==> config.mk <==
export PLATFORM = sky130hd
export DESIGN_NAME = bpd_walk
export DESIGN_NICKNAME = d
export VERILOG_FILES = /design/src/sv/bpd_pkg.sv /design/src/sv/bpd_walk.sv
export SDC_FILE = /design/constraint.sdc
export NUM_CORES = 1
export LEC_CHECK = 0
export ABC_CLOCK_PERIOD_IN_PS = 13900
export BUFFER_PORTS_ARGS = -buffer_cell sky130_fd_sc_hd__buf_2
export CAP_MARGIN = 20
export CORE_MARGIN = 5
export CORE_UTILIZATION = 55
export DETAILED_ROUTE_END_ITERATION = 8
export GPL_TIMING_DRIVEN = 0
export HOLD_SLACK_MARGIN = 0.12
export PLACE_DENSITY = 0.78
export SLEW_MARGIN = 15
export SYNTH_ARGS = -nofsm -noshare
export SYNTH_HDL_FRONTEND = slang
export SYNTH_SLANG_ARGS = --single-unit
==> constraint.sdc <==
create_clock -name clk -period 13.9 [get_ports clk]
set_input_delay 2.085 -clock clk [delete_from_list [all_inputs] [get_ports clk]]
set_output_delay 2.085 -clock clk [all_outputs]
set_load 0.05 [all_outputs]
==> src/sv/bpd_pkg.sv <==
package bpd_pkg;

  localparam int MAX_DIM_DEF   = 2048;
  localparam int PAL_DEPTH_DEF = 256;

  localparam int CFG_W     = 12;
  localparam int CFG_IDX_W = 3;
  localparam int COORD_W   = 14;
  localparam int RGB_W     = 24;
  localparam int CHAN_W    = 8;
  localparam int BYTE_W    = 8;

  localparam logic [CFG_IDX_W-1:0] REG_MODE   = 3'd0;
  localparam logic [CFG_IDX_W-1:0] REG_WIDTH  = 3'd1;
  localparam logic [CFG_IDX_W-1:0] REG_HEIGHT = 3'd2;
  localparam logic [CFG_IDX_W-1:0] REG_CX     = 3'd3;
  localparam logic [CFG_IDX_W-1:0] REG_CY     = 3'd4;

  localparam logic OP_PAL = 1'b0;
  localparam logic OP_PIX = 1'b1;

  typedef enum logic [1:0] {
    MODE_4BPP  = 2'd0,
    MODE_8BPP  = 2'd1,
    MODE_24BPP = 2'd2,
    MODE_OFF   = 2'd3
  } mode_t;

  typedef enum logic [1:0] {
    PH_BLUE  = 2'd0,
    PH_GREEN = 2'd1,
    PH_RED   = 2'd2
  } phase_t;

  typedef enum logic [1:0] {
    SRC_RAM    = 2'd0,
    SRC_DIRECT = 2'd1,
    SRC_ZERO   = 2'd2
  } src_t;

  localparam mode_t            RST_MODE   = MODE_8BPP;
  localparam logic [CFG_W-1:0] RST_WIDTH  = 12'd1;
  localparam logic [CFG_W-1:0] RST_HEIGHT = 12'd1;
  localparam logic [CFG_W-1:0] RST_CX     = 12'd683;
  localparam logic [CFG_W-1:0] RST_CY     = 12'd384;

  typedef struct packed {
    logic [1:0]         vld;
    src_t               src0;
    logic [RGB_W-1:0]   rgb;
    logic [COORD_W-1:0] sx0;
    logic [COORD_W-1:0] sx1;
    logic [COORD_W-1:0] sy;
    logic [1:0]         fe;
  } pix_req_t;

endpackage

==> src/sv/bpd_walk.sv <==
module bpd_walk #(
  parameter int MAX_DIM       = bpd_pkg::MAX_DIM_DEF,
  parameter int PALETTE_DEPTH = bpd_pkg::PAL_DEPTH_DEF
) (
  input  logic                             clk,
  input  logic                             rst_n,
  input  logic                             cfg_we,
  input  logic [bpd_pkg::CFG_IDX_W-1:0]    cfg_index,
  input  logic [bpd_pkg::CFG_W-1:0]        cfg_data,
  input  logic                             load,
  input  logic                             op,
  input  logic [bpd_pkg::BYTE_W-1:0]       data_byte,
  input  logic [bpd_pkg::BYTE_W-1:0]       palette_index,
  input  logic [bpd_pkg::RGB_W-1:0]        palette_rgb,
  output logic                             pal_we,
  output logic [$clog2(PALETTE_DEPTH)-1:0] pal_waddr,
  output logic [bpd_pkg::RGB_W-1:0]        pal_wdata,
  output logic [$clog2(PALETTE_DEPTH)-1:0] addr_a,
  output logic [$clog2(PALETTE_DEPTH)-1:0] addr_b,
  output bpd_pkg::pix_req_t                req
);

  import bpd_pkg::*;

  localparam int DIM_W  = $clog2(MAX_DIM + 1);
  localparam int RB_W   = $clog2(3 * MAX_DIM + 4);
  localparam int PAL_AW = $clog2(PALETTE_DEPTH);

  mode_t            mode_r, mode_nxt;
  logic [CFG_W-1:0] width_r, width_nxt;
  logic [CFG_W-1:0] height_r, height_nxt;
  logic [CFG_W-1:0] cx_r, cx_nxt;
  logic [CFG_W-1:0] cy_r, cy_nxt;

  logic [DIM_W-1:0]  col_r, col_nxt;
  logic [DIM_W-1:0]  row_r, row_nxt;
  logic [RB_W-1:0]   rbc_r, rbc_nxt;
  logic [15:0]       partial_r, partial_nxt;
  phase_t            phase_r, phase_nxt;
  logic              done_r, done_nxt;

  logic [DIM_W-1:0]  w, h, col1, row1;
  logic [RB_W-1:0]   db, stride, rbc1;
  logic              in_data, row_end, col_lt, col1_lt, fe0, fe1, run, idx_ok;
  logic              last_row, cfg_hit;

  always_comb begin
    if (width_r == '0) begin
      w = DIM_W'(1);
    end else if (32'(width_r) > MAX_DIM) begin
      w = DIM_W'(MAX_DIM);
    end else begin
      w = DIM_W'(width_r);
    end
    if (height_r == '0) begin
      h = DIM_W'(1);
    end else if (32'(height_r) > MAX_DIM) begin
      h = DIM_W'(MAX_DIM);
    end else begin
      h = DIM_W'(height_r);
    end
    case (mode_r)
      MODE_4BPP: begin
        db = (RB_W'(w) + RB_W'(1)) >> 1;
      end
      MODE_8BPP: begin
        db = RB_W'(w);
      end
      default: begin
        db = (RB_W'(w) << 1) + RB_W'(w);
      end
    endcase
    stride   = (db + RB_W'(3)) & ~RB_W'(3);
    rbc1     = rbc_r + RB_W'(1);
    in_data  = rbc_r < db;
    row_end  = rbc1 >= stride;
    col1     = col_r + DIM_W'(1);
    row1     = row_r + DIM_W'(1);
    col_lt   = col_r < w;
    col1_lt  = col1 < w;
    last_row = row_r == (h - DIM_W'(1));
    fe0      = last_row && (col_r == (w - DIM_W'(1)));
    fe1      = last_row && (col1 == (w - DIM_W'(1)));
    run      = (op == OP_PIX) && !done_r && (mode_r != MODE_OFF);
    idx_ok   = 32'(data_byte) < PALETTE_DEPTH;
  end

  always_comb begin
    req      = '0;
    req.src0 = SRC_RAM;
    req.rgb  = {data_byte, partial_r[15:8], partial_r[7:0]};
    req.sx0  = COORD_W'(cx_r) - COORD_W'(w >> 1) + COORD_W'(col_r);
    req.sx1  = req.sx0 + COORD_W'(1);
    req.sy   = COORD_W'(cy_r) + COORD_W'(h >> 1) - COORD_W'(row_r);
    req.fe   = {fe1, fe0};
    addr_a   = PAL_AW'(data_byte);
    addr_b   = PAL_AW'(data_byte[3:0]);
    case (mode_r)
      MODE_4BPP: begin
        addr_a     = PAL_AW'(data_byte[7:4]);
        req.vld[0] = in_data && col_lt;
        req.vld[1] = in_data && col_lt && col1_lt && !fe0;
      end
      MODE_8BPP: begin
        req.vld[0] = in_data && col_lt;
        req.src0   = idx_ok ? SRC_RAM : SRC_ZERO;
      end
      MODE_24BPP: begin
        req.vld[0] = in_data && (phase_r == PH_RED) && col_lt;
        req.src0   = SRC_DIRECT;
      end
      default: begin
        req.vld = '0;
      end
    endcase
    if (!run) begin
      req.vld = '0;
    end
  end

  assign pal_we    = load && (op == OP_PAL) && (32'(palette_index) < PALETTE_DEPTH);
  assign pal_waddr = PAL_AW'(palette_index);
  assign pal_wdata = palette_rgb;

  always_comb begin
    mode_nxt    = mode_r;
    width_nxt   = width_r;
    height_nxt  = height_r;
    cx_nxt      = cx_r;
    cy_nxt      = cy_r;
    col_nxt     = col_r;
    row_nxt     = row_r;
    rbc_nxt     = rbc_r;
    partial_nxt = partial_r;
    phase_nxt   = phase_r;
    done_nxt    = done_r;
    cfg_hit     = 1'b0;
    if (cfg_we) begin
      cfg_hit = 1'b1;
      case (cfg_index)
        REG_MODE:   mode_nxt   = mode_t'(cfg_data[1:0]);
        REG_WIDTH:  width_nxt  = cfg_data;
        REG_HEIGHT: height_nxt = cfg_data;
        REG_CX:     cx_nxt     = cfg_data;
        REG_CY:     cy_nxt     = cfg_data;
        default:    cfg_hit    = 1'b0;
      endcase
    end
    if (cfg_hit) begin
      col_nxt     = '0;
      row_nxt     = '0;
      rbc_nxt     = '0;
      partial_nxt = '0;
      phase_nxt   = PH_BLUE;
      done_nxt    = 1'b0;
    end else if (load && run) begin
      col_nxt = col_r + DIM_W'(req.vld[0]) + DIM_W'(req.vld[1]);
      if ((req.vld[0] && fe0) || (req.vld[1] && fe1)) begin
        done_nxt = 1'b1;
      end
      if (mode_r == MODE_24BPP && in_data) begin
        case (phase_r)
          PH_BLUE: begin
            partial_nxt = {8'd0, data_byte};
            phase_nxt   = PH_GREEN;
          end
          PH_GREEN: begin
            partial_nxt = {data_byte, partial_r[7:0]};
            phase_nxt   = PH_RED;
          end
          default: begin
            phase_nxt = PH_BLUE;
          end
        endcase
      end
      rbc_nxt = rbc1;
      if (row_end) begin
        rbc_nxt   = '0;
        col_nxt   = '0;
        phase_nxt = PH_BLUE;
        row_nxt   = row1;
        if (row1 >= h) begin
          done_nxt = 1'b1;
        end
      end
    end
  end

  always_ff @(posedge clk) begin
    if (!rst_n) begin
      mode_r    <= RST_MODE;
      width_r   <= RST_WIDTH;
      height_r  <= RST_HEIGHT;
      cx_r      <= RST_CX;
      cy_r      <= RST_CY;
      col_r     <= '0;
      row_r     <= '0;
      rbc_r     <= '0;
      partial_r <= '0;
      phase_r   <= PH_BLUE;
      done_r    <= 1'b0;
    end else begin
      mode_r    <= mode_nxt;
      width_r   <= width_nxt;
      height_r  <= height_nxt;
      cx_r      <= cx_nxt;
      cy_r      <= cy_nxt;
      col_r     <= col_nxt;
      row_r     <= row_nxt;
      rbc_r     <= rbc_nxt;
      partial_r <= partial_nxt;
      phase_r   <= phase_nxt;
      done_r    <= done_nxt;
    end
  end

endmodule

==> impl_summary.log <==
INFO  metric maxCapViolCount = 0
INFO  metric path_class = flop to output pin
INFO  metric drt_pass1_iterations = 5
INFO  metric synth_flop_cell = sky130_fd_sc_hd__dfxtp_1
INFO  metric placementRows = 51
INFO  metric dr.first_iter.drc_count = 767
INFO  metric avgViaCountPerCell = 5.63
INFO  metric max_slew_margin = 42.8%
INFO  metric grt_first_pass_wirelength = 47.6 mm
INFO  metric post_synth_num_cell_types = 86
INFO  metric cts_resized = 0
INFO  metric globalRoute.busiestLayer = met2
INFO  metric syn_inst = 1375
INFO  metric cts_buffer_count = 9
INFO  metric synth_area_leaders = sky130_fd_sc_hd__dfxtp_1, sky130_fd_sc_hd__ha_1, sky130_fd_sc_hd__xnor2_1
INFO  metric edff_count_synth = 0
INFO  metric hold_buffers = 0
INFO  metric route.final.wire_length = 29.2 mm
INFO  metric hold_violations = 0
INFO  metric yosys.area.top_type = sky130_fd_sc_hd__dfxtp_1
INFO  metric via_count_of_the_first_global_routing_pass = 9736
INFO  metric routed_wire_length_per_instance = 16.2 um
INFO  metric post-route-period-util = 63.9%
INFO  metric yosys_warnings = 0
INFO  metric die_area = 22500 um2
INFO  metric areaGrowthSynthToFinish = 12.9%
INFO  metric critical-path-top-delay-family = compound AO/OA/AOI/OAI gates
INFO  metric holdCritPathClass = flop to flop
INFO  metric die_x = 150 um
INFO  metric path_max_fanout = 11
INFO  metric postSynth.asyncResetShare = 0%
INFO  metric layout_min_cycle_time = 8.88 ns
INFO  metric clock-skew-final = 0.0144 ns
INFO  metric worst-endpoint-required = 11.81 ns
INFO  metric static-leakage-power = 0.00551 uW
INFO  metric setup_viol = 0
INFO  metric crit_path_max_incr_delay = 0.48 ns
INFO  metric clk-insertion-delay-late = 0.37 ns
INFO  metric die_h = 150 um
INFO  metric drive_above_1_share = 16.4%
INFO  metric power.total = 899 uW
INFO  metric rsz_0062_raised_after_global_routing = false
INFO  metric synth_top_area_share = 19.7%
INFO  metric totalNegativeSetupSlack = 0 ns
INFO  metric coreArea = 19400 um2
INFO  metric post-cts-setup-buffer-count = 0
INFO  metric worst_path_max_delay_cell = sky130_fd_sc_hd__a211oi_1
INFO  metric critical_path_buf_inv_count = 5
INFO  metric fmaxAchievable = 113 MHz
INFO  metric global_route.usage.total = 25.9%
INFO  metric critical_path.endpoint_type = output pin
INFO  metric grt_util_met2 = 45.2%
INFO  metric dpl-instance-area = 11800 um2
INFO  metric synth.yosys.seq_area_share = 19.7%
INFO  metric initial_antenna_violation_count = 0
INFO  metric grt.met3_usage = 3.79%
INFO  metric critPathLaunchType = flop
INFO  metric num-nets-final = 1735
INFO  metric vdd_ir_max = 0.0693 mV
INFO  metric power.density = 73.9 nW/um2
INFO  metric netlist_top_cells_count = sky130_fd_sc_hd__nand2_1, sky130_fd_sc_hd__ha_1, sky130_fd_sc_hd__dfxtp_1
INFO  metric arrival = 6.79 ns
INFO  metric overflow = 0
INFO  metric via_count = 10200
INFO  metric htree_num_levels = 3
INFO  metric synth.ff_latch_count = 106
INFO  metric final_area = 12200 um2
INFO  metric remaining_drc_errors = 0
INFO  metric tritoncts = done
INFO  metric clock-sinks = 106
INFO  metric drv_slew = 0
INFO  metric cts-root-buf = sky130_fd_sc_hd__clkbuf_16
INFO  metric routabilityCongestion = 1.01
INFO  metric initial_standard_cell_utilization_of_the_core = 55.5%
INFO  metric insertedDiodeCount = 0
INFO  metric clk_transition_reported_paths = 0.08 ns
INFO  metric syn_avg_cell_area = 7.83 um2
INFO  metric run_status = finished, final reports clean
INFO  metric grt.met1_usage = 32.2%
INFO  metric cts_buffer_depth = 2
INFO  metric port-buffer-count = 142
INFO  metric worstMarginPinSlew = 0.853 ns
INFO  metric synth.most_common_cell = sky130_fd_sc_hd__nand2_1
INFO  metric detailed_place_hpwl = 23.2 mm
INFO  metric cp_cell_sequence = clkbuf_1, inv_1, buf_2, nand2_1, inv_1, ha_1, fa_1, a211oi_1, o21ai_0, a31o_2, a21oi_1, xnor2_1, a21oi_1, ha_1, nor2_1, nor3b_1, o311ai_0, nand2_1, a31o_2, or3_1, nor3_1, buf_2
INFO  metric io_pins = 181
INFO  metric grt_max_degree = 22
INFO  metric antenna_violating_nets_post_route = 0
INFO  metric mappedNetlistArea = 10800 um2
==> cell type report <==
cell class | count | area, um2
clock buffers | 9 | 225
inverters | 90 | 338
flip-flops and latches | 106 | 2120
repair buffers | 142 | 711
plain buffers | 98 | 607
fillers | 1772 | 7240
multi-input cells | 1085 | 7720
well taps | 265 | 332
clock inverters | 7 | 108
==> stage by stage <==
stage,setup WS [ns],hold WS [ns],utilization (%),instances
after CTS,5.11,0.450,62.7,1802
after detailed placement,5.54,0.442,61.0,1786
final,5.02,0.451,62.7,1802
after floorplan,6.05,0.443,-,1379
after global routing,4.49,0.474,62.7,1802
after global placement,5.59,0.436,61.0,1786
==> cell usage in the layout (no fill, tap or decap), types with 4 or more instances in the layout <==
master                      synthesis  layout
sky130_fd_sc_hd__nor3_1            20      20
sky130_fd_sc_hd__clkbuf_1          37      37
sky130_fd_sc_hd__dfxtp_1          106     106
sky130_fd_sc_hd__a211oi_1          13      13
sky130_fd_sc_hd__nand3_1           49      49
sky130_fd_sc_hd__or3_1             10      10
sky130_fd_sc_hd__nor2b_1           21      21
sky130_fd_sc_hd__a31oi_1           10      10
sky130_fd_sc_hd__a21o_1            15      15
sky130_fd_sc_hd__and2_1             5       5
sky130_fd_sc_hd__buf_2              3     145
sky130_fd_sc_hd__inv_1             90      90
sky130_fd_sc_hd__o21ai_0           56      56
sky130_fd_sc_hd__a21oi_1           69      69
sky130_fd_sc_hd__ha_1             127     127
sky130_fd_sc_hd__nand3b_1          11      11
sky130_fd_sc_hd__o2111ai_1          4       4
sky130_fd_sc_hd__xor2_1            66      66
sky130_fd_sc_hd__o22ai_1            6       6
sky130_fd_sc_hd__nor4_1             7       7
sky130_fd_sc_hd__a311oi_1           4       4
sky130_fd_sc_hd__nand4_1           12      12
sky130_fd_sc_hd__xnor2_1           81      81
sky130_fd_sc_hd__nand2_1          186     186
sky130_fd_sc_hd__o211ai_1           6       6
sky130_fd_sc_hd__conb_1             1       5
sky130_fd_sc_hd__fa_1              16      16
sky130_fd_sc_hd__mux2i_1           12      12
sky130_fd_sc_hd__and3_1            21      21
sky130_fd_sc_hd__mux2_2             7       7
sky130_fd_sc_hd__and4_1             4       4
sky130_fd_sc_hd__o21bai_1           6       6
sky130_fd_sc_hd__buf_4             51      51
sky130_fd_sc_hd__nor2_1           101     101
sky130_fd_sc_hd__a21boi_0          45      45
sky130_fd_sc_hd__clkbuf_16          0       9
sky130_fd_sc_hd__o21a_1            10      10
sky130_fd_sc_hd__nand2b_1          15      15
==> cells by family (layout without fill, tap and decap cells) <==
family / count (synthesis) / after routing / share of synthesized area, %
AND/OR/NAND/NOR: 491 / 491 / 22.5
AO/OA/AOI/OAI: 279 / 279 / 17.2
buffers and inverters: 188 / 346 / 8.77
XOR/XNOR: 148 / 148 / 12.2
adder cells (fa/ha/maj): 143 / 143 / 17.7
flip-flops: 106 / 106 / 19.7
multiplexers: 19 / 19 / 1.85
other: 1 / 5 / 0.0348
==> tightest hold or removal path: stages, from the launching register on <==
cell and delay [ns]:
sky130_fd_sc_hd__dfxtp_1 0.31, sky130_fd_sc_hd__nand2_1 0.05, sky130_fd_sc_hd__a21oi_1 0.05
==> worst paths after layout <==
| check | startpoint | end | slack, ns | depth (start not counted) |
|---|---|---|---|---|
| max | width_r[11] | req[71] | 5.02 | 22 |
| min | partial_r[9] | partial_r[9] | 0.45 | 2 |
| max reg2reg | width_r[11] | col_r[2] | 6.36 | 24 |
| min reg2reg | partial_r[9] | partial_r[9] | 0.45 | 2 |
==> layer usage <==
metal / vias up / part of all wire [%]
met5: - / 0
met4: 0 / 3.3
met3: 75 / 6.1
met2: 345 / 49
met1: 4726 / 42
li1: 5007 / -
==> where the power goes <==
| group | total [uW] | switching [uW] | internal (uW) |
|---|---|---|---|
| combinational | 301 | 208 | 92.8 |
| clock | 285 | 138 | 147 |
| sequential | 313 | 5.29 | 307 |
| total | 899 | 352 | 547 |
==> registers in the layout, indices dropped and copies added (netlist names) <==
| signal | flops |
|---|---|
| width_r | 12 |
| partial_r | 16 |
| done_r | 1 |
| cy_r | 12 |
| col_r | 12 |
| height_r | 12 |
| row_r | 12 |
| phase_r | 2 |
| mode_r | 2 |
| cx_r | 12 |
| rbc_r | 13 |
No activity file was read; power rests on OpenSTA's default activity.
