--- config.mk ---
export PLATFORM = sky130hd
export DESIGN_NAME = bpd_emit
export DESIGN_NICKNAME = d
export VERILOG_FILES = /design/src/sv/bpd_pkg.sv /design/src/sv/bpd_emit.sv
export SDC_FILE = /design/constraint.sdc
export NUM_CORES = 1
export LEC_CHECK = 0
export ABC_AREA = 1
export BUFFER_PORTS_ARGS = -buffer_cell sky130_fd_sc_hd__buf_2
export CORE_MARGIN = 1
export CORE_UTILIZATION = 49
export CTS_BUF_LIST = sky130_fd_sc_hd__clkbuf_16
export CTS_CLUSTER_DIAMETER = 150
export DETAILED_ROUTE_END_ITERATION = 10
export PLACE_DENSITY = 0.84
export SETUP_SLACK_MARGIN = 0.02
export SLEW_MARGIN = 25
export SYNTH_ARGS = -nofsm -noshare
export SYNTH_HDL_FRONTEND = slang
export SYNTH_SLANG_ARGS = --single-unit
--- constraint.sdc ---
create_clock -name clk -period 2.75 [get_ports clk]
set_input_delay 0.1375 -clock clk [delete_from_list [all_inputs] [get_ports clk]]
set_output_delay 0.1375 -clock clk [all_outputs]
set_load 0.005 [all_outputs]
--- src/sv/bpd_pkg.sv ---
package bpd_pkg;

  localparam int MAX_DIM_DEF   = 2048;
  localparam int PAL_DEPTH_DEF = 256;

  localparam int CFG_W     = 12;
  localparam int CFG_IDX_W = 3;
  localparam int COORD_W   = 14;
  localparam int RGB_W     = 24;
  localparam int CHAN_W    = 8;
  localparam int BYTE_W    = 8;

  localparam logic [CFG_IDX_W-1:0] REG_MODE   = 3'd0;
  localparam logic [CFG_IDX_W-1:0] REG_WIDTH  = 3'd1;
  localparam logic [CFG_IDX_W-1:0] REG_HEIGHT = 3'd2;
  localparam logic [CFG_IDX_W-1:0] REG_CX     = 3'd3;
  localparam logic [CFG_IDX_W-1:0] REG_CY     = 3'd4;

  localparam logic OP_PAL = 1'b0;
  localparam logic OP_PIX = 1'b1;

  typedef enum logic [1:0] {
    MODE_4BPP  = 2'd0,
    MODE_8BPP  = 2'd1,
    MODE_24BPP = 2'd2,
    MODE_OFF   = 2'd3
  } mode_t;

  typedef enum logic [1:0] {
    PH_BLUE  = 2'd0,
    PH_GREEN = 2'd1,
    PH_RED   = 2'd2
  } phase_t;

  typedef enum logic [1:0] {
    SRC_RAM    = 2'd0,
    SRC_DIRECT = 2'd1,
    SRC_ZERO   = 2'd2
  } src_t;

  localparam mode_t            RST_MODE   = MODE_8BPP;
  localparam logic [CFG_W-1:0] RST_WIDTH  = 12'd1;
  localparam logic [CFG_W-1:0] RST_HEIGHT = 12'd1;
  localparam logic [CFG_W-1:0] RST_CX     = 12'd683;
  localparam logic [CFG_W-1:0] RST_CY     = 12'd384;

  typedef struct packed {
    logic [1:0]         vld;
    src_t               src0;
    logic [RGB_W-1:0]   rgb;
    logic [COORD_W-1:0] sx0;
    logic [COORD_W-1:0] sx1;
    logic [COORD_W-1:0] sy;
    logic [1:0]         fe;
  } pix_req_t;

endpackage

--- src/sv/bpd_emit.sv ---
module bpd_emit (
  input  logic                                clk,
  input  logic                                rst_n,
  input  logic                                load,
  input  bpd_pkg::pix_req_t                   req,
  input  logic [bpd_pkg::RGB_W-1:0]           rdata_a,
  input  logic [bpd_pkg::RGB_W-1:0]           rdata_b,
  output logic                                take_ok,
  output logic                                out_valid,
  input  logic                                out_stall,
  output logic [bpd_pkg::CHAN_W-1:0]          out_red,
  output logic [bpd_pkg::CHAN_W-1:0]          out_green,
  output logic [bpd_pkg::CHAN_W-1:0]          out_blue,
  output logic signed [bpd_pkg::COORD_W-1:0]  out_screen_x,
  output logic signed [bpd_pkg::COORD_W-1:0]  out_screen_y,
  output logic                                out_last,
  output logic                                out_frame_end
);

  import bpd_pkg::*;

  pix_req_t           s1_r;
  logic [1:0]         s1_vld_r, s1_vld_nxt;
  logic               out_vld_r, out_ready, move;
  logic [1:0]         moved;
  logic [RGB_W-1:0]   sel_rgb, rgb_r;
  logic [COORD_W-1:0] sel_sx, sx_r, sy_r;
  logic               sel_fe, sel_last, fe_r, last_r;

  assign out_ready = !out_vld_r || !out_stall;
  assign move      = out_ready && (s1_vld_r != 2'b00);
  assign take_ok   = (s1_vld_r == 2'b00) ||
                     (out_ready && (s1_vld_r == 2'b01 || s1_vld_r == 2'b10));

  always_comb begin
    moved = 2'b00;
    if (s1_vld_r[0]) begin
      moved    = 2'b01;
      sel_sx   = s1_r.sx0;
      sel_fe   = s1_r.fe[0];
      sel_last = !s1_vld_r[1];
      case (s1_r.src0)
        SRC_RAM:    sel_rgb = rdata_a;
        SRC_DIRECT: sel_rgb = s1_r.rgb;
        default:    sel_rgb = '0;
      endcase
    end else begin
      moved    = 2'b10;
      sel_sx   = s1_r.sx1;
      sel_fe   = s1_r.fe[1];
      sel_last = 1'b1;
      sel_rgb  = rdata_b;
    end
    if (load) begin
      s1_vld_nxt = req.vld;
    end else if (move) begin
      s1_vld_nxt = s1_vld_r & ~moved;
    end else begin
      s1_vld_nxt = s1_vld_r;
    end
  end

  always_ff @(posedge clk) begin
    if (!rst_n) begin
      s1_vld_r  <= 2'b00;
      out_vld_r <= 1'b0;
    end else begin
      s1_vld_r <= s1_vld_nxt;
      if (out_ready) begin
        out_vld_r <= move;
      end
    end
  end

  always_ff @(posedge clk) begin
    if (load) begin
      s1_r <= req;
    end
    if (move) begin
      rgb_r  <= sel_rgb;
      sx_r   <= sel_sx;
      sy_r   <= s1_r.sy;
      fe_r   <= sel_fe;
      last_r <= sel_last;
    end
  end

  assign out_valid     = out_vld_r;
  assign out_red       = rgb_r[23:16];
  assign out_green     = rgb_r[15:8];
  assign out_blue      = rgb_r[7:0];
  assign out_screen_x  = $signed(sx_r);
  assign out_screen_y  = $signed(sy_r);
  assign out_last      = last_r;
  assign out_frame_end = fe_r;

endmodule

==> results of run 1 <==
-- layout make-up --
| type | count | area [um2] |
|---|---|---|
| inverters | 7 | 26.3 |
| clock inverters | 15 | 188 |
| clock buffers | 17 | 425 |
| multi-input cells | 208 | 851 |
| repair buffers | 259 | 1690 |
| fillers | 565 | 2200 |
| flip-flops and latches | 127 | 3780 |
| well taps | 129 | 161 |
-- cell usage after synthesis --
cell	n	area, um2
a21oi_1	3	15.0
buf_2	7	35.0
buf_4	5	37.5
buf_6	4	45.0
dfxtp_1	3	60.1
edfxtp_1	124	3720
ha_1	2	25.0
inv_1	5	18.8
inv_2	2	7.51
nand2_1	175	657
nand3_1	26	130
nor2_1	1	3.75
nor2_8	1	20.0
-- registers in the layout (all words and copies together), names as in the netlist --
signal and cells:
out_valid 1, out_screen_x 14, out_screen_y 14, s1_r 70, out_frame_end 1, out_last 1, s1_vld_r 2, rgb_r 24
-- per-layer routing --
layer	up-vias	global-route usage [%]	part of all wire [%]
met2	187	44.3	54
li1	1747	-	-
met3	34	6.80	6.9
met5	-	0	0
met4	0	13.7	3.4
met1	1723	24.2	36
-- metrics by stage --
stage	cell area [um2]	std cells	power (uW)	setup WS, ns
detailed placement	5780	657	2800	0.926
finish	7130	762	5170	0.930
floorplan	4780	358	2580	0.261
global placement	5780	657	2780	0.971
global route	7130	762	5340	0.801
CTS	7130	762	5170	0.916
-- logic make-up (layout without fill, tap and decap cells) --
family	count (synthesis)	count (layout)	synth area share (%)
flops	127	127	79.2
fa+ha+maj	2	2	0.524
compound gates	3	3	0.314
buf+inv	23	298	3.01
simple gates	203	203	17.0
-- final timing paths --
kind | startpoint | end | slack (ns) | depth (start not counted)
setup reg to reg | s1_vld_r[1]$_SDFFE_PN0P_ | rgb_r[20]$_DFFE_PP_ | 0.93 | 6
setup / recovery | s1_vld_r[1]$_SDFFE_PN0P_ | rgb_r[20]$_DFFE_PP_ | 0.93 | 6
hold / removal | rdata_b[11] | rgb_r[11]$_DFFE_PP_ | 0.02 | 3
hold reg to reg | s1_r[15]$_DFFE_PP_ | out_screen_y[13]$_DFFE_PP_ | 0.42 | 0
-- timing repair --
item                                   4_1_cts  5_1_grt
endpoints found under the hold margin       74        0
buffers inserted                             0        0
hold buffers                                73        0
setup endpoints to repair                    0        0
-- worst register-to-register path, delay by kind of cell (launching register included) --
| family | cells | cell delay [ns] |
|---|---|---|
| and+or+nand+nor | 1 | 0.11 |
| DFF | 1 | 0.35 |
| adders and majority gates | 1 | 0.20 |
| buffers and inverters | 4 | 0.84 |
-- power by group through the flow --
| stage | registers, uW | logic (uW) | clock network (uW) |
|---|---|---|---|
| floorplan | 2410 | 163 | 0 |
| global placement | 2410 | 369 | 0 |
| detailed placement | 2420 | 382 | 0 |
| CTS | 2380 | 466 | 2320 |
| global route | 2400 | 521 | 2430 |
| finish | 2380 | 475 | 2320 |
==> flow_summary.yaml, run 1 <==
worst_setup_path:
  cp_data_required_time_ns: 2.85
  cp_num_buf_inv: 4
  arrival_ns: 1.92
  slowest_delay_ns: 0.44
  critPathLaunchType: "flip-flop"
  slowest_stage: "inv_2"
  end_kind: "flip-flop"
  crit_type: "reg2reg"
  path_max_fanout: 30
  crit_chain: "inv_1 -> ha_1 -> inv_1 -> nand2_1 -> inv_2 -> buf_12"
  cpMostUsedCell: "inv_1"
  cpLargestDelayFamily: "buffers and inverters"
detailed_routing:
  routed_wl_um: 11900
  vias: 3691
  antenna_left: 0
  wl_per_cell_um: 15.7
  initialDrtViolationCount: 172
  drt_first_pass_iters: 4
  avgViaCountPerCell: 4.84
  drc: 0
timing:
  fin_crit_ns: 1.82
  hold_viol: 0
  slew_headroom_pct: 37.1
  tightestPinTransition_ns: 0.944
  period_share_pct: 66.2
  rsz0062_at_grt: "false"
  worst_hold_slack_ns: 0.0207
  setup_viol: 0
  setup_tns_ns: 0
  fmax_mhz: 550
  clock-skew-final_ns: 0.0134
  maxSlewViolCount: 0
cts:
  cts.htree.levels: 4
  clk_latency_ns: 0.40
  cts_root_buf: "clkbuf_16"
  clk_pin_slew_worst_paths_ns: 0.06
  post_cts_resize_count: 0
  cts_tree: "built"
  clockBufferDepth: 2
  cts_num_sinks: 127
  cts_buffers: 17
finish:
  final_cell_mix: "buf_2, nand2_1, edfxtp_1"
  final_nets: 746
  fin_util_pct: 76.4
  layout-area-overhead-vs-synth_pct: 49.2
  num_antenna_cells: 0
  layout_commonest_cell: "buf_2"
  drive_gt1_share_pct: 35.2
synth:
  syn_inst: 358
  synth_cell_types: 13
  syn_nets: 484
  ys_seq_area_share_pct: 79.2
  ys_warn_count: 0
  synth-seq-cells: 127
  synth_area_um2: 4780
  synth_area_per_cell_um2: 13.3
global_route:
  grt_pass1_vias: 3792
  grt_usage_pct: 24.0
  grt_pass1_wl_um: 17700
  grt_max_degree: 43
  antenna_found_initial: 0
  grt_overflow: 0
pwr:
  p_sw_share_pct: 23.7
  pwr-share-comb_pct: 9.2
  leakage_uw: 0.00319
  ir_worst_vdd_mv: 0.578
  switchingPower_uw: 1230
  seqPwrFrac_pct: 46.1
  powerDensity_nw_per_um2: 726
  internal_power_uw: 3950
  clkPwrFrac_pct: 44.8
floorplan:
  initial_core_util_pct: 51.2
  dieWidth_um: 101
  dieArea_um2: 10200
  io_pins: 180
  fp-row-count: 35
  die_h_um: 101
  core_area_um2: 9330
placement:
  gp_congestion: 0.836
  dp_hpwl_um: 6770
  io_buffers: 179
min_path:
  min_path_type: "in2reg"
status:
  outcome: "finished clean"
run:
  maxCapViolCount: 0
Power figures use the tool's default switching activity.
==> run 2: changes to the inputs <==
--- a/config.mk
+++ b/config.mk
@@ -5,14 +5,14 @@
 export SDC_FILE = /design/constraint.sdc
 export NUM_CORES = 1
 export LEC_CHECK = 0
-export ABC_AREA = 1
+export ABC_AREA = 0
 export BUFFER_PORTS_ARGS = -buffer_cell sky130_fd_sc_hd__buf_2
 export CORE_MARGIN = 1
-export CORE_UTILIZATION = 49
+export CORE_UTILIZATION = 43
 export CTS_BUF_LIST = sky130_fd_sc_hd__clkbuf_16
 export CTS_CLUSTER_DIAMETER = 150
 export DETAILED_ROUTE_END_ITERATION = 10
-export PLACE_DENSITY = 0.84
+export PLACE_DENSITY = 0.79
 export SETUP_SLACK_MARGIN = 0.02
 export SLEW_MARGIN = 25
 export SYNTH_ARGS = -nofsm -noshare
==> constraint.sdc (replaced) <==
create_clock -name clk -period 1.66 [get_ports clk]
set_input_delay 0.083 -clock clk [delete_from_list [all_inputs] [get_ports clk]]
set_output_delay 0.083 -clock clk [all_outputs]
set_load 0.005 [all_outputs]
==> run 2 against run 1 <==
Net effect: sequential cell count unchanged; cell count decreased by 14%; combinational power grew 68%; setup slack worse by 0.76 ns; sequential share of layout area is 1.2 points lower; synthesized cell count is 39% lower; power increased by 66%; critical path type is now reg2out; highest routed layer unchanged.
==> flow_summary.yaml, run 2 <==
status:
  outcome: "finished clean"
pwr:
  ir_worst_vdd_mv: 0.630
  leakage_uw: 0.00299
  powerDensity_nw_per_um2: 1180
global_route:
  grt_pass1_wl_um: 16700
  grt_pass1_vias: 3344
  grt_max_degree: 46
  met2_usage_pct: 37.6
  grt_usage_pct: 20.6
  grtUsageMet1_pct: 22.0
  grt-busiest-layer: "met2"
  grt_overflow: 0
  antenna_found_initial: 0
  use_met3_pct: 6.11
min_path:
  min_path_type: "in2reg"
synth:
  synth_area_per_cell_um2: 21.1
  synth_top_area_share_pct: 81.4
  ys.flop_type: "edfxtp_1"
  synth_edf_count: 124
  ys_seq_area_share_pct: 82.7
  synth.area.top_cells: "edfxtp_1, mux2i_1, o2bb2ai_1"
  syn_inst: 217
  synth-seq-cells: 127
  async_flop_share_pct: 0
  synth_common_cells: "edfxtp_1, mux2i_1, o2bb2ai_1"
  syn_nets: 343
  synth_cell_types: 20
  ys_warn_count: 0
  synth_area_um2: 4570
  yosys.area.top_type: "edfxtp_1"
  yosysMostFrequentCell: "edfxtp_1"
finish:
  registers.top_by_ff_count: "s1_r"
  final_cell_mix: "buf_2, edfxtp_1, dlygate4sd3_1"
  layout_commonest_cell: "buf_2"
  reg_top3: "s1_r x70, rgb_r x24"
  drive_gt1_share_pct: 45.7
  num_antenna_cells: 0
  n_fill_cell: 629
  layout-area-overhead-vs-synth_pct: 59.5
  largest_register_ffs: 70
  final_nets: 636
detailed_routing:
  antenna_left: 0
  vias: 3112
  drt_first_pass_iters: 4
  avgViaCountPerCell: 4.72
  routed_wl_um: 10800
  initialDrtViolationCount: 153
  drc: 0
  wl_per_cell_um: 16.4
worst_setup_path:
  cp_data_required_time_ns: 1.58
  crit_type: "reg2out"
  end_kind: "output port"
  critPathLaunchType: "flip-flop"
  path_max_fanout: 26
  arrival_ns: 1.41
timing:
  worst_hold_slack_ns: 0.0221
  period_share_pct: 90.0
  worst_slack_ns: 0.166
  fin_crit_ns: 1.49
  rsz0062_at_grt: "false"
  clock-skew-final_ns: 0.00612
  fmax_mhz: 669
  tightestPinTransition_ns: 0.600
  setup_viol: 0
  maxSlewViolCount: 0
  slew_headroom_pct: 60.0
  hold_viol: 0
placement:
  pre_cts_ws_ns: 0.178
  io_buffers: 179
  gp_congestion: 0.751
  dp_hpwl_um: 6340
floorplan:
  core_area_um2: 10300
  initial_core_util_pct: 44.3
  io_pins: 180
  fp-row-count: 37
  die_h_um: 105
  dieArea_um2: 11100
  dieWidth_um: 105
cts:
  cts_root_buf: "clkbuf_16"
  clk_latency_ns: 0.39
  cts_buffers: 17
  cts_tree: "built"
  clockBufferDepth: 2
  cts_num_sinks: 127
  cts.htree.levels: 4
  clk_pin_slew_worst_paths_ns: 0.06
  post_cts.repair.setup_buffers: 0
run:
  maxCapViolCount: 0
-- run 2: changes by cell type in the layout (fill, tap and decap cells not counted), sizes merged, moves of 2 or more --
cell         previous run  this run
nand2                 175         3
nand3                  26         0
mux2i                   0        25
o2bb2ai                 0        24
dlygate4sd3            73        96
mux2                    0        15
inv                    19         8
clkinv                  0         3
a21boi                  0         2
buf                   186       188
bufinv                  2         4
clkinvlp                1         3
nor2                    2         0
-- run 2: area by class of cell --
class                      instances  area (um2)  area share (%)
sequential                       127        3780            51.9
clock inverter                    15         205            2.81
clock buffer                      17         425            5.83
tap                              136         170            2.33
multi-input combinational         77         739            10.1
inverter                           3        16.3           0.223
timing repair buffer             284        1950            26.8
-- run 2: report_power, final --
| group | internal, uW | switching, uW | leakage [uW] | total, uW |
|---|---|---|---|---|
| logic | 461 | 336 | 0.00146 | 797 |
| clock network | 2530 | 1360 | 0.000301 | 3890 |
| registers | 3830 | 72.8 | 0.00122 | 3910 |
-- run 2: logic make-up (layout without fill, tap and decap cells) --
group	count (synthesis)	after routing	share of synthesized area [%]
muxes	40	40	9.17
adders and majority gates	2	2	0.547
DFF	127	127	82.7
buffers and inverters	13	319	1.61
AOI/OAI and AO/OA	30	30	5.42
and+or+nand+nor	5	5	0.520
-- run 2: per-stage QoR --
| step | setup TNS (ns) | util [%] | area (um2) | cells | power, uW |
|---|---|---|---|---|---|
| finish | 0 | 70.6 | 7290 | 659 | 8600 |
| global route | 0 | 70.6 | 7290 | 659 | 8900 |
| CTS | 0 | 70.5 | 7280 | 658 | 8670 |
| detailed placement | 0 | 55.2 | 5700 | 531 | 4580 |
| global placement | 0 | 55.2 | 5700 | 531 | 4550 |
| floorplan | -26.18 | - | 4610 | 217 | 4200 |
-- run 2: what timing repair did --
item,4_1_cts,5_1_grt
gates resized for setup,0,0
endpoints found under the hold margin,95,1
hold buffers,95,1
endpoints found under the setup margin,0,0
-- run 2: final timing paths --
kind / startpoint / end / slack [ns] / cells after the start
max: s1_vld_r[0]$_SDFFE_PN0P_ / take_ok / 0.17 / 4
min reg2reg: s1_r[7]$_DFFE_PP_ / out_screen_y[5]$_DFFE_PP_ / 0.42 / 0
max reg2reg: s1_vld_r[1]$_SDFFE_PN0P_ / s1_vld_r[1]$_SDFFE_PN0P_ / 0.20 / 6
min: rdata_b[15] / rgb_r[15]$_DFFE_PP_ / 0.02 / 2
-- run 2: layer usage --
layer	part of all wire (%)	vias to the layer above
met3	5.3	18
met1	38	1498
met2	55	130
met5	0	-
li1	-	1466
met4	2.1	0
-- run 2: critical path, cell delays in order, from the launching register on --
cell	delay, ns
dfxtp_2	0.34
inv_6	0.18
ha_4	0.23
a21o_1	0.15
buf_2	0.12
==> run 3: changes to the inputs <==
--- a/config.mk
+++ b/config.mk
@@ -8,11 +8,12 @@
 export ABC_AREA = 0
 export BUFFER_PORTS_ARGS = -buffer_cell sky130_fd_sc_hd__buf_2
 export CORE_MARGIN = 1
-export CORE_UTILIZATION = 43
+export CORE_UTILIZATION = 45
 export CTS_BUF_LIST = sky130_fd_sc_hd__clkbuf_16
 export CTS_CLUSTER_DIAMETER = 150
 export DETAILED_ROUTE_END_ITERATION = 10
 export PLACE_DENSITY = 0.79
+export REMOVE_ABC_BUFFERS = 1
 export SETUP_SLACK_MARGIN = 0.02
 export SLEW_MARGIN = 25
 export SYNTH_ARGS = -nofsm -noshare
==> constraint.sdc (replaced) <==
create_clock -name clk -period 1.5 [get_ports clk]
set_input_delay 0.075 -clock clk [delete_from_list [all_inputs] [get_ports clk]]
set_output_delay 0.075 -clock clk [all_outputs]
set_load 0.005 [all_outputs]
==> run 3 against run 2 <==
Net effect: sequential cell count unchanged; utilization up 4.1 points; sequential share of layout area fell by 0.28 points; register-to-register slack lost 0.09 ns; critical path type unchanged; critical endpoint unchanged; largest cell class unchanged; highest routed layer unchanged.
==> flow_summary.yaml, run 3 (synthesized netlist as in run 2, its figures left out) <==
worst_setup_path:
  r2r_slack_ns: 0.11
  r2r_end: "s1_vld_r[0]$_SDFFE_PN0P_"
  critPathLaunchType: "flip-flop"
  arrival_ns: 1.34
  cp_data_required_time_ns: 1.42
  crit_type: "reg2out"
  path_max_fanout: 2
  r2r_start: "s1_vld_r[0]$_SDFFE_PN0P_"
  rr_worst_depth: 6
  end_kind: "output port"
pwr:
  p_sw_share_pct: 19.7
  seqPwrFrac_pct: 46.3
  ir_worst_vdd_mv: 0.831
  p_total_uw: 9350
  pwr-share-comb_pct: 9.7
  clkPwrFrac_pct: 44.0
  internal_power_uw: 7510
  powerDensity_nw_per_um2: 1270
  switchingPower_uw: 1840
  leakage_uw: 0.00302
floorplan:
  dieWidth_um: 103
  initial_core_util_pct: 46.6
  die_h_um: 103
  fp-row-count: 36
  core_area_um2: 9820
  io_pins: 180
  dieArea_um2: 10600
detailed_routing:
  initialDrtViolationCount: 88
  antenna_left: 0
  vias: 3103
  avgViaCountPerCell: 4.71
  drt_first_pass_iters: 4
  drc: 0
  routed_wl_um: 10900
  wl_per_cell_um: 16.5
finish:
  drive_gt1_share_pct: 44.9
  layout_commonest_cell: "buf_2"
  final_cell_mix: "buf_2, edfxtp_1, dlygate4sd3_1"
  num_antenna_cells: 0
  registers.top_by_ff_count: "s1_r"
  final_nets: 639
  final_cell_area_um2: 7340
  layout-area-overhead-vs-synth_pct: 60.4
  reg_top3: "s1_r x70, rgb_r x24"
  largest_register_ffs: 70
timing:
  setup_viol: 0
  hold_viol: 0
  slew_headroom_pct: 67.7
  setup_tns_ns: 0
  maxSlewViolCount: 0
  period_share_pct: 94.0
  fmax_mhz: 709
  worst_slack_ns: 0.0899
  rsz0062_at_grt: "false"
  clock-skew-final_ns: 0.00592
  fin_crit_ns: 1.41
  tightestPinTransition_ns: 0.485
global_route:
  grt_overflow: 0
  grt_pass1_vias: 3388
  grt_usage_pct: 21.6
  grt_max_degree: 34
  antenna_found_initial: 0
  grt_pass1_wl_um: 16200
cts:
  clk_pin_slew_worst_paths_ns: 0.05
  cts_num_sinks: 127
  post_cts.repair.setup_buffers: 0
  cts_root_buf: "clkbuf_16"
  cts_tree: "built"
  clockBufferDepth: 2
  cts_buffers: 17
  cts.htree.levels: 4
  clk_latency_ns: 0.40
placement:
  dp_hpwl_um: 6180
  placed_area_um2: 5760
  pre_cts_ws_ns: 0.0917
  gp_congestion: 0.742
  io_buffers: 179
min_path:
  min_path_type: "in2reg"
  hold_path_depth: 3
  whs_endpoint: "rgb_r[3]$_DFFE_PP_"
  hold_path.startpoint: "rdata_a[3]"
run:
  maxCapViolCount: 0
status:
  outcome: "finished clean"
==> run 3: area by class of cell <==
type                       count  area, um2
sequential                   127       3790
tap                          133        166
timing repair buffer         287       2040
fill                         579       2480
clock inverter                15        178
clock buffer                  17        425
multi-input combinational     77        727
inverter                       3       13.8
==> run 3: worst max-delay path, stage by stage, from the launching register on <==
cell and delay, ns:
dfxtp_2 0.35, inv_4 0.03, ha_1 0.27, a21o_1 0.17, buf_2 0.12
==> run 3: per-stage QoR <==
step	instances	hold slack, ns	util (%)
4_1_cts	659	0.00771	74.7
3_5_place_dp	530	0.253	58.7
6_report	659	0.0340	74.7
2_1_floorplan	207	0.174	-
3_3_place_gp	530	0.251	58.7
5_1_grt	659	0.0218	74.7
==> run 3: routing by layer <==
layer / track usage [%] / share of wire [%] / vias to the layer above
met4: 8.56 / 2.2 / 0
met3: 7.66 / 6.1 / 21
met2: 41.1 / 55 / 132
li1: - / - / 1472
met5: 0 / 0 / -
met1: 21.3 / 37 / 1478
==> run 3: worst max path at each step <==
| stage | end | slack (ns) | start | depth (start not counted) |
|---|---|---|---|---|
| after detailed placement | out_screen_y[11]$_DFFE_PP_ | 0.09 | s1_vld_r[0]$_SDFFE_PN0P_ | 4 |
| after global routing | take_ok | 0.03 | s1_vld_r[1]$_SDFFE_PN0P_ | 4 |
| after CTS | take_ok | 0.04 | s1_vld_r[0]$_SDFFE_PN0P_ | 4 |
| after global placement | out_screen_y[6]$_DFFE_PP_ | 0.13 | s1_vld_r[0]$_SDFFE_PN0P_ | 4 |
| final | take_ok | 0.09 | s1_vld_r[0]$_SDFFE_PN0P_ | 4 |
| after floorplan | s1_vld_r[1]$_SDFFE_PN0P_ | -2.98 | s1_vld_r[0]$_SDFFE_PN0P_ | 5 |
==> run 3: what timing repair did <==
action,CTS,global route
resized for setup,0,2
hold endpoints to repair,97,0
endpoints found under the setup margin,0,1
hold buffers,97,0
==> run 3: power groups by stage <==
stage / clock [uW] / combinational (uW) / sequential, uW
after floorplan: 0 / 210 / 4430
after global placement: 0 / 678 / 4380
after detailed placement: 0 / 700 / 4390
after CTS: 4160 / 900 / 4320
after global routing: 4340 / 987 / 4350
final: 4120 / 908 / 4330
